File: src/rtl/core/kprt_pkg.sv
// Package for the key press recency table: opcodes, status codes, command and status structs.
// No dependencies.
`default_nettype none
package kprt_pkg;

  localparam int KeyW = 8;
  localparam int FrameW = 8;
  localparam int CountW = 16;
  localparam int PosW = 7;
  localparam logic [CountW-1:0] CountMax = '1;

  typedef enum logic [1:0] {
    OP_UPDATE = 2'd0,
    OP_CLEAN  = 2'd1,
    OP_READ   = 2'd2,
    OP_NONE   = 2'd3
  } opcode_t;

  typedef enum logic [2:0] {
    ST_UPDATED  = 3'd0,
    ST_INSERTED = 3'd1,
    ST_DROPPED  = 3'd2,
    ST_CLEANED  = 3'd3,
    ST_READ_OK  = 3'd4,
    ST_EMPTY    = 3'd5
  } status_t;

  // controller -> datapath
  typedef struct packed {
    logic load;       // capture request, point cursor at head
    logic rd_cursor;  // read memory at cursor
    logic step;       // act on the entry just read and advance
    logic scan_free;  // check one slot in the free search
    logic insert;     // write new entry at free slot
    logic finish;     // build result
  } cmd_t;

  // datapath -> controller
  typedef struct packed {
    opcode_t op;
    logic    cursor_end;  // cursor is the end marker or walk limit hit
    logic    hit;         // current entry matches / position reached
    logic    free_found;
    logic    free_done;   // free search exhausted
  } stat_t;

endpackage
`default_nettype wire

File: src/rtl/core/key_press_recency_table.sv
// Top level of the key press recency table: streaming ports around controller and datapath.
// Depends on kprt_pkg, kprt_controller, kprt_datapath.
//
// Usage: one request enters on the s_axis group and one result leaves on m_axis.
// Request tdata holds opcode, key_row, key_column, frame_tag, position.
// Update looks up the key by walking the recency list, then if absent searches
// for the highest free slot and links the new key in at the head.
// Clean walks the whole list, unlinking entries of another frame and bumping
// the hold counter of the rest (saturating). Read walks to the given position.
// A walk passes three states per list entry walked (fetch, memory read, examine);
// an insert adds the free search, one slot at a time, before the result is built.
// One request at a time: s_tready stays low until the result has been taken.
// When the receiver stalls, the result holds in its register.
// Reset (rst, synchronous) empties the table at once; no clearing pass.
`default_nettype none
module key_press_recency_table
  import kprt_pkg::*;
#(
  parameter int SLOTS = 96
) (
  input  wire logic        clk,
  input  wire logic        rst,
  input  wire logic        s_axis_tvalid,
  output logic             s_axis_tready,
  // opcode[1:0], key_row[5:2], key_column[9:6], frame_tag[17:10], position[24:18]
  input  wire logic [31:0] s_axis_tdata,
  output logic             m_axis_tvalid,
  input  wire logic        m_axis_tready,
  // status[2:0], out_row[6:3], out_column[10:7], hold_count[26:11],
  // removed_count[34:27], entry_count[42:35]
  output logic [47:0]      m_axis_tdata
);

  cmd_t  cmd;
  stat_t stat;
  logic  inserted;
  logic [2:0]        res_status;
  logic [KeyW-1:0]   res_key;
  logic [CountW-1:0] res_hold;
  logic [7:0]        res_removed;
  logic [7:0]        res_count;
  logic [2:0]        status_fix;

  kprt_controller u_ctrl (
    .clk(clk), .rst(rst),
    .s_valid(s_axis_tvalid), .s_ready(s_axis_tready),
    .m_valid(m_axis_tvalid), .m_ready(m_axis_tready),
    .cmd(cmd), .stat(stat), .inserted(inserted)
  );

  kprt_datapath #(.SLOTS(SLOTS)) u_dp (
    .clk(clk), .rst(rst), .cmd(cmd), .stat(stat),
    .in_op(s_axis_tdata[1:0]),
    .in_key({s_axis_tdata[5:2], s_axis_tdata[9:6]}),
    .in_frame(s_axis_tdata[17:10]),
    .in_pos(s_axis_tdata[24:18]),
    .res_status(res_status), .res_key(res_key), .res_hold(res_hold),
    .res_removed(res_removed), .res_count(res_count)
  );

  // separate a fresh insertion from an update of a present key
  assign status_fix = (res_status == ST_UPDATED && inserted) ? ST_INSERTED : res_status;

  assign m_axis_tdata = {5'd0, res_count, res_removed, res_hold,
                         res_key[3:0], res_key[7:4], status_fix};

endmodule
`default_nettype wire

File: src/rtl/core/kprt_datapath.sv
// Datapath of the key press recency table: slot memory, list pointers, cursor and result.
// Depends on kprt_pkg.
`default_nettype none
module kprt_datapath
  import kprt_pkg::*;
#(
  parameter int SLOTS = 96
) (
  input  wire logic              clk,
  input  wire logic              rst,
  input  wire cmd_t              cmd,
  output stat_t                  stat,
  input  wire logic [1:0]        in_op,
  input  wire logic [KeyW-1:0]   in_key,
  input  wire logic [FrameW-1:0] in_frame,
  input  wire logic [PosW-1:0]   in_pos,
  output logic [2:0]             res_status,
  output logic [KeyW-1:0]        res_key,
  output logic [CountW-1:0]      res_hold,
  output logic [7:0]             res_removed,
  output logic [7:0]             res_count
);

  localparam logic [PosW-1:0] EndMark = '1;

  // one word per slot: key, frame, counter, link
  typedef struct packed {
    logic [KeyW-1:0]   key;
    logic [FrameW-1:0] frame;
    logic [CountW-1:0] counter;
    logic [PosW-1:0]   link;
  } slot_t;

  slot_t mem [SLOTS];
  slot_t rd_word;
  slot_t prev_word;
  logic [SLOTS-1:0] used;

  logic [PosW-1:0]   head;
  logic [PosW-1:0]   length;
  opcode_t           op;
  logic [KeyW-1:0]   key;
  logic [FrameW-1:0] frame;
  logic [PosW-1:0]   pos;
  logic [PosW-1:0]   cursor;
  logic [PosW-1:0]   prev;
  logic [PosW-1:0]   nsteps;
  logic [PosW-1:0]   free_idx;
  logic              found;
  logic [7:0]        removed;

  logic              wr_en;
  logic [PosW-1:0]   wr_addr;
  slot_t             wr_data;

  logic cursor_valid;
  assign cursor_valid = (cursor < PosW'(SLOTS)) && (nsteps < PosW'(SLOTS));

  always_comb begin
    stat.op = op;
    stat.cursor_end = !cursor_valid;
    unique case (op)
      OP_UPDATE: stat.hit = rd_word.key == key;
      OP_READ:   stat.hit = nsteps == pos;
      default:   stat.hit = 1'b0;
    endcase
    stat.free_found = !used[free_idx];
    stat.free_done = free_idx == '0;
  end

  // single memory write: the entry at the cursor, a link fix on the
  // previous kept entry, or a fresh insert
  always_comb begin
    wr_en = 1'b0;
    wr_addr = cursor;
    wr_data = rd_word;
    if (cmd.step && cursor_valid) begin
      if (op == OP_UPDATE && stat.hit) begin
        wr_en = 1'b1;
        wr_data.frame = frame;
      end else if (op == OP_CLEAN) begin
        if (rd_word.frame == frame) begin
          wr_en = 1'b1;
          if (rd_word.counter != CountMax) wr_data.counter = rd_word.counter + 1'b1;
        end else if (prev != EndMark) begin
          // prev was stepped through earlier, rewrite it from its held copy
          wr_en = 1'b1;
          wr_addr = prev;
          wr_data = prev_word;
          wr_data.link = rd_word.link;
        end
      end
    end else if (cmd.insert) begin
      wr_en = 1'b1;
      wr_addr = free_idx;
      wr_data = '{key: key, frame: frame, counter: '0, link: head};
    end
  end

  always_ff @(posedge clk) begin
    if (wr_en) mem[wr_addr] <= wr_data;
    if (cmd.rd_cursor) rd_word <= mem[cursor];
  end

  always_ff @(posedge clk) begin
    if (rst) begin
      used <= '0;
      head <= EndMark;
      length <= '0;
    end else begin
      if (cmd.load) begin
        op <= opcode_t'(in_op);
        key <= in_key;
        frame <= in_frame;
        pos <= in_pos;
        cursor <= head;
        prev <= EndMark;
        nsteps <= '0;
        free_idx <= PosW'(SLOTS - 1);
        found <= 1'b0;
        removed <= '0;
      end
      if (cmd.step && cursor_valid) begin
        nsteps <= nsteps + 1'b1;
        cursor <= rd_word.link;
        if (op == OP_UPDATE && stat.hit) found <= 1'b1;
        if (op == OP_CLEAN) begin
          if (rd_word.frame == frame) begin
            prev <= cursor;
            prev_word <= wr_data;
          end else begin
            used[cursor] <= 1'b0;
            removed <= removed + 1'b1;
            length <= length - 1'b1;
            if (prev == EndMark) head <= rd_word.link;
            else prev_word.link <= rd_word.link;
          end
        end
      end
      if (cmd.scan_free && used[free_idx] && free_idx != '0) free_idx <= free_idx - 1'b1;
      if (cmd.insert) begin
        used[free_idx] <= 1'b1;
        head <= free_idx;
        length <= length + 1'b1;
        found <= 1'b1;
      end
      if (cmd.finish) begin
        res_key <= '0;
        res_hold <= '0;
        res_removed <= '0;
        unique case (op)
          OP_UPDATE: res_status <= found ? ST_UPDATED : ST_DROPPED;
          OP_CLEAN: begin
            res_status <= ST_CLEANED;
            res_removed <= removed;
          end
          OP_READ: begin
            // the walk stopped on the requested position
            if (cursor_valid && stat.hit) begin
              res_status <= ST_READ_OK;
              res_key <= rd_word.key;
              res_hold <= rd_word.counter;
            end else begin
              res_status <= ST_EMPTY;
            end
          end
          default: res_status <= ST_EMPTY;
        endcase
        res_count <= {1'b0, length};
      end
    end
  end

endmodule
`default_nettype wire

File: src/rtl/core/kprt_controller.sv
// Controller of the key press recency table: sequences list walks and the free slot search.
// Depends on kprt_pkg.
`default_nettype none
module kprt_controller
  import kprt_pkg::*;
(
  input  wire logic  clk,
  input  wire logic  rst,
  input  wire logic  s_valid,
  output logic       s_ready,
  output logic       m_valid,
  input  wire logic  m_ready,
  output cmd_t       cmd,
  input  wire stat_t stat,
  output logic       inserted
);

  typedef enum logic [2:0] {
    S_IDLE, S_FETCH, S_WAIT, S_EXAM, S_FREE, S_DONE, S_OUT
  } state_t;

  state_t state;

  assign s_ready = (state == S_IDLE) && !m_valid;

  always_comb begin
    cmd = '0;
    unique case (state)
      S_IDLE:  cmd.load = s_valid && s_ready;
      S_FETCH: cmd.rd_cursor = 1'b1;
      S_EXAM:  cmd.step = !stat.cursor_end && !(stat.op == OP_READ && stat.hit);
      S_FREE:  begin
        cmd.scan_free = 1'b1;
        cmd.insert = stat.free_found;
      end
      S_DONE:  cmd.finish = 1'b1;
      default: ;
    endcase
  end

  always_ff @(posedge clk) begin
    if (rst) begin
      state <= S_IDLE;
      m_valid <= 1'b0;
      inserted <= 1'b0;
    end else begin
      if (m_valid && m_ready) m_valid <= 1'b0;
      unique case (state)
        S_IDLE: if (s_valid && s_ready) begin
          inserted <= 1'b0;
          state <= S_FETCH;
        end
        S_FETCH: state <= S_WAIT;
        S_WAIT:  state <= S_EXAM;
        S_EXAM: begin
          if (stat.cursor_end) begin
            state <= (stat.op == OP_UPDATE) ? S_FREE : S_DONE;
          end else if (stat.op == OP_UPDATE && stat.hit) begin
            state <= S_DONE;
          end else if (stat.op == OP_READ && stat.hit) begin
            state <= S_DONE;
          end else if (stat.op == OP_NONE) begin
            state <= S_DONE;
          end else begin
            state <= S_FETCH;
          end
        end
        S_FREE: begin
          if (stat.free_found) begin
            inserted <= 1'b1;
            state <= S_DONE;
          end else if (stat.free_done) begin
            state <= S_DONE;
          end
        end
        S_DONE: state <= S_OUT;
        S_OUT: begin
          m_valid <= 1'b1;
          state <= S_IDLE;
        end
        default: state <= S_IDLE;
      endcase
    end
  end

endmodule
`default_nettype wire
File: config.mk
export PLATFORM = sky130hd
export DESIGN_NAME = key_press_recency_table
export DESIGN_NICKNAME = d
export VERILOG_FILES = /design/src/rtl/core/kprt_pkg.sv /design/src/rtl/core/key_press_recency_table.sv /design/src/rtl/core/kprt_datapath.sv /design/src/rtl/core/kprt_controller.sv
export SDC_FILE = /design/constraint.sdc
export NUM_CORES = 2
export LEC_CHECK = 0
export ABC_CLOCK_PERIOD_IN_PS = 22200
export BUFFER_PORTS_ARGS = -buffer_cell sky130_fd_sc_hd__clkbuf_2
export CAP_MARGIN = 30
export CORE_AREA = 5 5 618 620
export DETAILED_ROUTE_END_ITERATION = 16
export DIE_AREA = 0 0 623 625
export MAX_ROUTING_LAYER = met4
export PLACE_DENSITY = 0.57
export SYNTH_ARGS = -nofsm -noshare
export SYNTH_HDL_FRONTEND = slang
export SYNTH_HIERARCHICAL = 1
export SYNTH_SLANG_ARGS = --single-unit
export TNS_END_PERCENT = 20
File: constraint.sdc
create_clock -name clk -period 22.2 [get_ports clk]
set_input_delay 4.44 -clock clk [delete_from_list [all_inputs] [get_ports clk]]
set_output_delay 4.44 -clock clk [all_outputs]
set_load 0.01 [all_outputs]
==> metrics.md <==
| Metric | Value |
|---|---|
| Status | `finished, final reports clean` |
| Die Height | `roughly 630 um` |
| CORE AREA | `between 0.3 and 0.4 sq mm` |
| Share of layout cells above drive strength 1 | `14.0%` |
| Critical path arrival | `~8900 ps` |
| Cell taking the most area after synthesis | `edfxtp_1` |
| Max stage delay on crit path | `~950 ps` |
| Remaining global-route overflow | `0` |
| Flops & latches, synth | `between 4,000 and 5,000` |
| Clock-pin slew on the worst setup and hold paths | `60 ps` |
| Slowest stage cell, crit path | `a211oi_1` |
| R2R Setup Slk | `approximately 14,000 ps` |
| Worst R2R End | `u_dp/mem[74][13]` |
| Multi-input combinational cell area | `between 0.02 and 0.03 sq mm` |
| Starting Density | `39.9%` |
| Setup TNS | `0 ps` |
| Post-synth top area share | `approximately four fifths` |
| Sequential cell area fraction in the yosys report | `roughly four fifths` |
| Hold_buf cts | `0` |
| Top-count cell post-synth | `edfxtp_1` |
| Pre-CTS WS | `roughly 14,000 ps` |
| Pleak | `51.9 nW` |
| Cell Area, Synth | `about 0.15 sq mm` |
| Total Routing Usage GR | `between 20% and 30%` |
| Cell mode on critical path | `buf_4` |
| Worst Path Max Fanout | `between 40 and 50` |
| DIE WIDTH | `roughly 620 um` |
| DR vias | `between 80,000 and 90,000` |
| Maximum Capacitance Violations | `0` |
| Post-CTS Setup Repair Bufs | `0` |
| Logic pwr share | `3.1%` |
| Ys Warns | `6` |
| Worst-Margin Slew | `1160 ps` |
| Pre-Repair DR Iteration Count | `8` |
| Post-DRT Antenna Nets | `0` |
| Critical Path End | `u_dp/mem[74][13]` |
| Worst reg2reg path depth | `17` |
| Internal | `around 13 mW` |
| HPWL Detailed | `between 200,000 and 300,000 um` |
| Initial antenna violation count | `38` |
| Prevailing post-synth register cell | `edfxtp_1` |
| Post-Layout Inst Area | `between 0.15 and 0.2 sq mm` |
| Wire per inst | `34.7 um` |
| Seq pwr share | `about 54%` |
| CTS tree | `done` |
| Pwr/cell area | `just over 90 mW/mm^2` |
| GP Congestion | `0.925` |
| End-of-flow core utilization | `45.6%` |
| Syn-to-layout area delta | `14.4%` |
| Final Hold Viols | `0` |
| Req. time, crit path | `roughly 23,000 ps` |
| Largest net degree at the start of global routing | `about 100` |
| Slew headroom | `22.0%` |
| Worst reg2reg startpoint | `u_dp/free_idx[2]` |
| Clock share of power | `between 40% and 50%` |
| Top cells by area, synth | `edfxtp_1 (79%), a22oi_1 (6.7%), dfxtp_1 (1.5%), a221oi_1 (1.5%), a22o_1 (1.4%)` |
| Io pins | `86` |
| Number of global-route vias before repair | `around 84,000` |
| Final Routed Wirelength | `~490,000 um` |
| CP Class | `flop to flop` |
| Worst-skew pair later-pin latency | `1000 ps` |
| Worst Setup End Kind | `flop` |
| Post-synthesis cell count | `8,498` |
| Switching share of power | `about a fifth` |
| DR vias/cell | `around 6.3` |
| Fin crit share | `between 30% and 40%` |
| First-pass GRT wire length | `between 600,000 and 700,000 um` |
| PostCTS Resize Cnt | `0` |
| Setup violators final | `0` |
| Post-synth EDFFs | `3,919` |
| Buffers added on ports | `72` |
| Most frequent cells after synthesis | `edfxtp_1 (3,919), a22oi_1 (1,337), nand2_1 (315)` |
| Fmax | `121 MHz` |
| RSZ-0062 raised after global routing | `no` |
| Startpoint types | `flop` |
| Setup Skew | `63.9 ps` |
| Sinks on the clock net | `about 4,000` |
| Worst Slack Setup Final | `roughly 14,000 ps` |
| IR drop worst, VDD | `0.0675 mV` |
| Register area | `0.120 sq mm` |
| Iter 0 DRT Violations | `13,800` |
| Post-synth ARST share | `0%` |
| CTS Buffer Depth | `4` |
| # fillers | `between 30,000 and 40,000` |
| Critical Path Start | `u_dp/free_idx[2]` |
| Netlist cell types | `93` |
| Min Tclk post-route | `about 8300 ps` |
| Residual DRC | `0` |
| TritonCTS Buffers | `412` |
| Std cell rows | `225` |
| Mean Syn Cell Area | `17.6 sq um` |
| Nets | `roughly 9,000` |
| Slew Viols, Final | `0` |
| Total die area | `around 0.39 sq mm` |
| Placed Instance Area | `roughly 0.16 sq mm` |
| Worst path cell trace | `buf_4 > nor2b_1 > buf_4 > a221oi_1 > nor2_1 > o32ai_1 > o22a_1 > o221ai_2 > inv_1 > and3_2 > inv_1 > a211oi_1 > a211oi_1 > nor2b_1 > nand2_1 > nor2_4 > buf_4` |
| H-tree depth | `5` |
| Net Sw Power | `about 3.4 mW` |
| Hold Path Class | `flop to flop` |
| Clock root buffer master | `clkbuf_16` |
==> final cells by class <==
cell class / instances / share of cell area (%)
timing repair buffer: 443 / 2.11
clock inverter: 252 / 1.47
tap: 4994 / 3.65
sequential: 4034 / 70.1
clock buffer: 501 / 6.25
multi-input combinational: 3864 / 16.3
antenna: 28 / 0.0410
inverter: 28 / 0.0614
==> registers in the layout (all words and copies together), names as in the netlist, 2 cells and up <==
register / cells
u_dp/rd_word: 39
u_dp/res_hold: 16
u_dp/op: 2
u_dp/used: 96
u_dp/cursor: 7
u_dp/pos: 7
u_dp/free_idx: 7
u_dp/key: 8
u_dp/res_count: 7
u_dp/removed: 8
u_dp/prev: 7
u_dp/res_key: 8
u_dp/prev_word: 32
u_dp/frame: 8
u_dp/mem: 3744
u_dp/nsteps: 7
u_dp/length: 7
u_ctrl/state: 3
u_dp/head: 7
u_dp/res_removed: 8
u_dp/res_status: 3
==> kinds of logic after synthesis <==
family | share of synthesized area [%]
flops | 80.3
compound gates | 13.0
simple gates | 3.52
buf+inv | 1.94
mux | 0.897
xor+xnor | 0.229
fa+ha+maj | 0.0971
other cells | 0.00502
==> critical path: cells and delay by family (launching register included) <==
kind	cells	cell delay, ps
buffers and inverters	5	2360
AOI/OAI and AO/OA	6	2040
and+or+nand+nor	6	3040
DFF	1	320
==> worst min-delay path by stage <==
stage / end / startpoint / depth (start not counted)
2_1_floorplan: u_dp/res_count[6] / u_dp/length[6] / 0
3_3_place_gp: u_dp/res_count[6] / u_dp/length[6] / 0
3_5_place_dp: u_dp/res_count[6] / u_dp/length[6] / 0
4_1_cts: u_dp/res_count[6] / u_dp/length[6] / 0
5_1_grt: u_dp/res_count[6] / u_dp/length[6] / 0
6_report: u_dp/res_count[6] / u_dp/length[6] / 0
==> stage by stage <==
stage,hold slack [ps],cells,total power [mW]
3_3_place_gp,451,13300,9.17
2_1_floorplan,428,8502,8.95
3_5_place_dp,440,13300,9.20
4_1_cts,464,14100,15.9
5_1_grt,485,14100,16.3
6_report,459,14100,15.9
==> cells in the final DEF (no fill, tap or decap), types with 40 or more instances in the layout <==
cell / count
clkbuf_2: 73
o21ai_0: 231
clkinv_1: 98
clkbuf_1: 85
edfxtp_1: 3919
a31oi_1: 144
bufinv_16: 41
mux2i_1: 44
buf_4: 325
nor2_1: 98
a22oi_1: 1337
a41oi_1: 40
clkbuf_16: 413
nand3_1: 71
dfxtp_1: 115
nand4_1: 263
nor2_4: 98
a22o_1: 245
nand2_1: 298
clkinv_2: 77
and2_1: 43
a221oi_1: 252
a21oi_1: 214
==> power by group through the flow <==
stage	registers (mW)	logic [mW]	clock network, mW
after floorplan	8.77	0.188	0
after global placement	8.73	0.436	0
after detailed placement	8.73	0.469	0
after CTS	8.57	0.469	6.89
after global routing	8.57	0.503	7.22
final	8.57	0.490	6.82
==> per-layer routing <==
layer | part of all wire (%) | wire [um] | GRT usage (%)
met1 | 39 | 192000 | 34.0
met2 | 45 | 222000 | 37.2
met3 | 11 | 55600 | 5.74
met4 | 4.2 | 20700 | 9.21
met5 | 0 | 0 | -
Note: power is estimated with default switching activity, not from simulation.
